File: config.mk
export PLATFORM = sky130hd
export DESIGN_NAME = nfpb_cell
export DESIGN_NICKNAME = d
export VERILOG_FILES = /design/src/rtl/nfpb_pkg.sv /design/src/rtl/nfpb_cell.sv
export SDC_FILE = /design/constraint.sdc
export NUM_CORES = 1
export LEC_CHECK = 0
export ABC_CLOCK_PERIOD_IN_PS = 4600
export BUFFER_PORTS_ARGS = -buffer_cell sky130_fd_sc_hd__buf_2
export CORE_ASPECT_RATIO = 0.9
export CORE_MARGIN = 2
export CORE_UTILIZATION = 55
export DETAILED_ROUTE_END_ITERATION = 7
export PLACE_DENSITY = 0.87
export RECOVER_POWER = 100
export SYNTH_ARGS = -nofsm -noshare
export SYNTH_HDL_FRONTEND = slang
export SYNTH_SLANG_ARGS = --single-unit
File: constraint.sdc
create_clock -name i_clk -period 4.6 [get_ports i_clk]
set_input_delay 1.38 -clock i_clk [delete_from_list [all_inputs] [get_ports i_clk]]
set_output_delay 1.38 -clock i_clk [all_outputs]
set_load 0.005 [all_outputs]
File: src/rtl/nfpb_pkg.sv
package nfpb_pkg;

    localparam int unsigned CoordW = 32;
    localparam int unsigned DistW  = 64;
    localparam int unsigned IdxW   = 10;
    localparam int unsigned WtW    = 31;
    localparam int unsigned Slots  = 4;

    localparam logic [DistW-1:0] MaxDist  = {DistW{1'b1}};
    localparam logic [DistW-1:0] FarLimit = 64'd1073741824;
    localparam logic [31:0]      OneQ30   = 32'd1073741824;
    localparam logic [16:0]      Log2eQ16 = 17'd94548;

    localparam logic [0:0] KindLoad  = 1'b0;
    localparam logic [0:0] KindQuery = 1'b1;

    typedef logic [DistW-1:0] t_dist;

    typedef struct packed {
        logic        kind;
        logic        restart;
        logic [31:0] pos_x;
        logic [31:0] pos_y;
        logic [31:0] pos_z;
    } t_in;

    typedef struct packed {
        logic [IdxW-1:0] index_0;
        logic [IdxW-1:0] index_1;
        logic [IdxW-1:0] index_2;
        logic [IdxW-1:0] index_3;
        logic [7:0]      weight_0;
        logic [7:0]      weight_1;
        logic [7:0]      weight_2;
        logic [7:0]      weight_3;
        logic            too_far;
        logic            status;
    } t_out;

    typedef struct packed {
        logic  valid;
        logic  clear;
        logic  moved;
        t_dist dsq;
        logic [IdxW-1:0] idx;
    } t_cand;

    typedef enum logic [3:0] {
        S_IDLE, S_SCAN, S_DRAIN, S_WDIV, S_WMUL, S_WFRAC, S_WSHIFT,
        S_NDIV, S_OUT
    } t_state;

    function automatic logic [31:0] frac_factor(input logic [2:0] i);
        logic [31:0] c;
        case (i)
            3'd0: c = 32'd759250125;
            3'd1: c = 32'd902905651;
            3'd2: c = 32'd984625594;
            3'd3: c = 32'd1028218693;
            3'd4: c = 32'd1050733751;
            3'd5: c = 32'd1062175490;
            3'd6: c = 32'd1067942999;
            default: c = 32'd1070838486;
        endcase
        return c;
    endfunction

endpackage

File: src/rtl/nfpb_cell.sv
module nfpb_cell (
    input  logic                i_clk,
    input  logic                i_rst_n,
    input  nfpb_pkg::t_cand     i_cand,
    output nfpb_pkg::t_cand     o_cand,
    output nfpb_pkg::t_dist     o_dist,
    output logic [nfpb_pkg::IdxW-1:0] o_idx
);
    import nfpb_pkg::*;

    t_dist           r_dist;
    logic [IdxW-1:0] r_idx;
    t_cand           r_out, n_out;
    t_dist           n_dist;
    logic [IdxW-1:0] n_idx;

    // An entry pushed out of an earlier cell precedes this cell's entry on a tie.
    always_comb begin
        n_dist = r_dist;
        n_idx  = r_idx;
        n_out  = i_cand;
        if (i_cand.clear) begin
            n_dist = MaxDist;
            n_idx  = '0;
        end else if (i_cand.valid && (i_cand.dsq < r_dist ||
                     (i_cand.moved && i_cand.dsq == r_dist))) begin
            n_dist = i_cand.dsq;
            n_idx  = i_cand.idx;
            n_out.dsq   = r_dist;
            n_out.idx   = r_idx;
            n_out.moved = 1'b1;
        end
    end

    always_ff @(posedge i_clk) begin
        if (!i_rst_n) begin
            r_out.valid <= 1'b0;
            r_out.clear <= 1'b0;
        end else begin
            r_out.valid <= n_out.valid;
            r_out.clear <= n_out.clear;
        end
        r_out.moved <= n_out.moved;
        r_out.dsq   <= n_out.dsq;
        r_out.idx   <= n_out.idx;
        r_dist <= n_dist;
        r_idx  <= n_idx;
    end

    assign o_cand = r_out;
    assign o_dist = r_dist;
    assign o_idx  = r_idx;
endmodule

After elaboration in Yosys (flattened, before gate mapping)
Index checks and enable logic that the tools add are counted.
W data, S select, Z words.
{ "op_classes": {"order_cmp": 1, "eq_ne": 1, "n_mux": 2, "reduce_logical": 3} }
{ "ops": {"columns": ["cell", "n"], "rows": [
  ["$mux W75", 2],
  ["$eq A64 B64 Y1", 1],
  ["$lt A64 B64 Y1", 1],
  ["$logic_and A1 B1 Y1", 2],
  ["$logic_or A1 B1 Y1", 1]
]} }
{ "word_totals": {"register_bits": 151, "inputBits": 79, "out_inout_bits": 151, "elab_cells": 14} }

Longest topological paths before layout
{ "depth": {"depth_word": 6, "depth_mapped": 11, "ltp_nobuf": 9} }

Worst setup path after synthesis
OpenSTA, ideal clock, no wires.
{ "synth_timing": {"path_kind": "input port to flip-flop", "from": "input i_cand[71] (netlist bit)", "to": "register r_out (netlist bit o_cand[66])", "setup_ns": 0.121, "arrival_ns": 3.430, "t_required_ns": 4.479, "path_slack_ns": 1.049, "path_stages": 10, "path_buffers": 2, "path_cell_list": "ha_1 nand4_2 nor4_4 nand3_2 a31oi_2 nor4_4 o21ai_4 buf_8 buf_8 mux2_4"} }
{ "synth_rtl": {"columns": ["element", "line", "rtl"], "rows": [
  ["from (decl)", "nfpb_cell.sv:4", "input nfpb_pkg::t_cand i_cand,"],
  ["to (decl)", "nfpb_cell.sv:13", "t_cand r_out, n_out;"]
]} }

Final worst setup path
{ "layout_timing": {"from": "input i_cand[69] (netlist bit)", "to": "register r_idx[8] (netlist: o_idx[8])"} }
{ "layout_between": {"elab_chain_cells": 4, "elab_cells_between_ends": 5, "cone_classes": "1 x order compare; 1 x eq/ne; 3 x reduce/logical"} }
{ "layout_lines": {"columns": ["element", "line", "rtl"], "rows": [
  ["branches (longest 2 deep; another with $lt A64 B64 Y1)", null, null],
  ["$logic_or A1 B1 Y1 (*)", "nfpb_cell.sv:25", "end else if (i_cand.valid && (i_cand.dsq < r_dist ||"],
  ["$logic_and A1 B1 Y1 (*)", "nfpb_cell.sv:25", null],
  ["to (signal assigned)", "nfpb_cell.sv:47", "r_idx <= n_idx;"],
  ["to (decl)", "nfpb_cell.sv:12", "logic [IdxW-1:0] r_idx;"]
]} }
Mark *: on every way between the ends.
A chain may end at the register's enable or synchronous reset.

==> results.yml <==
outcome:
  status: "completed"
floorplan:
  initial_core_util_pct: 56.00
  die_area_um2: 13790
  die_x_um: 123.6
  coreArea_um2: 12640
  pin_count: 230
  num_rows: 39
  die_h_um: 111.6
timing:
  drv_slew: 0
  clock_skew_ps: 9.806
  timing.slew.headroom_pct: 38.43
  fin_crit_sh_pct: 86.23
  tightest_slew_ps: 923.5
  setup_violations: 0
  hold_viol_final: 0
  setup-tns-final_ps: 0
  grt_setup_unrepaired: "false"
  max_freq_ghz: 0.2521
  period_minus_slack_ps: 3966
drt:
  firstDrtPassIters: 4
  num_vias: 5872
  wl_um: 18020
  post_drt_wl_per_cell_um: 17.23
  ant_nets: 0
  drt_iter0_drc: 424
  drc: 0
  vias_per_cell: 5.614
pwr:
  power.density_nw_per_um2: 422.9
  p_leak_nw: 4.027
  ir_drop_mv: 0.2986
global_routing:
  antenna_found_initial: 0
  grt_max_degree: 75
  grt_pass1_vias: 5752
  grt.total_usage_pct: 25.88
  grt_pass1_wl_um: 28020
  globalRouteOverflowTotal: 0
job:
  drv_cap: 0
worst_setup_path:
  cp_cell_sequence: "clkbuf_1, ha_1, nand4_1, nor4_4, nand3_1, a31oi_2, nor4_4, or2_2, clkbuf_4, a31o_2"
  crit_fanout: 74
  cp_data_arrival_time_ps: 4290
  crit_required_ps: 4920
  crit_type: "input port to register"
  path_common_cell: "nor4_4"
  setup.worst_path.end_class: "register"
  crit_path_start_kind: "input port"
  slowest_stage: "clkbuf_4"
  cpPeakStageDelay_ps: 510
synth:
  yosys.area.top_type_share_pct: 42.71
  synth_cell_types: 44
  ys_seq_area_share_pct: 42.71
  ys_top_cells_by_area: "dfxtp_1, ha_1, mux2_4"
  synth_area_leader_cell: "dfxtp_1"
  synth_edf_count: 0
  synth_cells: 656
  synth_fp_nets: 799
  synth_seq_cells: 151
  netlist_top_cells_count: "dfxtp_1, o21ai_0, inv_1, ha_1, o211ai_1"
  ys.flop_type: "dfxtp_1"
  yosysMostFrequentCell: "dfxtp_1"
  ys_warn_count: 0
  async_reset_ff_share_pct: 0
  syn_area_um2: 7078
  avgSynthCellArea_um2: 10.79
clock_tree:
  cts_resized: 0
  clkTransAtPathRegs_ps: 60
  cts_hold_buf: 0
  cts_sinks: 151
  clockBufferDepth: 2
  clk_latency_ps: 430
  cts.htree.levels: 4
  cts_root_buf: "clkbuf_16"
  post_cts_buffers: 0
  cts_tree: "done"
  cts_buffers: 17
cells_and_area:
  multi_input_area_um2: 3284
  synthToLayoutAreaGrowth_pct: 20.13
  nets: 1014
  fin_cells: 1046
  fill_cells: 1050
  diodes: 0
  layout.area.seq_um2: 3023
  drive_gt1_share_pct: 26.42
place:
  place_inst: 1016
  globalplace.congestion: 0.7754
  dpl.hpwl_um: 12080
  io_buffers: 229
min_path:
  hold_class: "register to register"
==> cell type report <==
| class | count | share of cell area, % |
|---|---|---|
| inverter | 70 | 3.090 |
| timing repair buffer | 237 | 13.10 |
| tap | 164 | 2.413 |
| multi-input combinational | 394 | 38.63 |
| clock buffer | 22 | 5.812 |
| sequential | 151 | 35.55 |
| clock inverter | 8 | 1.413 |
==> sequential cells by signal, indices dropped and copies added (netlist names) <==
| register | count |
|---|---|
| o_dist | 64 |
| o_cand | 77 |
| o_idx | 10 |
==> cells by family after synthesis <==
kind of cell / count (synthesis) / synth area share, %
AO/OA/AOI/OAI: 186 / 17.13
adder cells (fa/ha/maj): 64 / 11.31
buffers and inverters: 111 / 8.079
flip-flops: 151 / 42.71
multiplexers: 74 / 14.30
AND/OR/NAND/NOR: 70 / 6.470
==> per-stage QoR <==
| stage | util, % | total power [W] | setup slack (ps) | instance area (µm²) | hold slack, ps |
|---|---|---|---|---|---|
| 2_1_floorplan | - | 0.001977 | 1049 | 7078 | 481.9 |
| 3_3_place_gp | 64.92 | 0.002212 | 605.6 | 8205 | 479.7 |
| 3_5_place_dp | 64.92 | 0.002237 | 539.3 | 8205 | 484.2 |
| 4_1_cts | 69.79 | 0.003677 | 990.2 | 8820 | 497.6 |
| 5_1_grt | 67.28 | 0.003760 | 460.0 | 8503 | 510.8 |
| 6_report | 67.28 | 0.003596 | 633.5 | 8503 | 489.3 |
==> power by group <==
part	leakage (nW)	internal, W	switching, W	total [W]
combinational	2.46	0.000280	0.000353	0.000633
clock	0.300	0.000915	0.000524	0.00144
sequential	1.26	0.00145	0.0000735	0.00152
total	4.03	0.00264	0.000951	0.00360
==> worst max-delay path: cells and delay by family <==
kind / cells / cell delay (ps)
buffers and inverters: 2 / 620
AO/OA/AOI/OAI: 2 / 690
AND/OR/NAND/NOR: 5 / 1190
adder cells (fa/ha/maj): 1 / 340
==> final timing paths <==
kind / cells after the start / endpoint / startpoint / slack [ps]
max reg2reg: 10 / o_idx[8] / o_dist[61] / 1290
min reg2reg: 1 / o_cand[42] / o_dist[32] / 490
max: 10 / o_idx[8] / i_cand[69] / 630
min: 1 / o_cand[42] / o_dist[32] / 490
==> per-layer routing <==
| metal | vias up | GRT usage (%) | routed length (µm) |
|---|---|---|---|
| li1 | 2805 | - | - |
| met5 | - | 0 | 0 |
| met2 | 214 | 43.48 | 8830 |
| met4 | 0 | 10.00 | 345 |
| met3 | 32 | 6.506 | 1148 |
| met1 | 2821 | 31.58 | 7693 |
==> layout by cell type (no fill, tap or decap), types with 10 or more instances in the layout <==
master / instances
nand2_1: 18
clkbuf_1: 80
o21ai_0: 72
a31o_2: 10
nand4_1: 14
a21oi_1: 25
mux2_2: 25
o211ai_1: 63
mux2_1: 45
inv_1: 69
buf_2: 147
dfxtp_1: 151
nor4b_1: 10
clkbuf_16: 17
ha_1: 64
No activity file was read; power rests on OpenSTA's default activity.
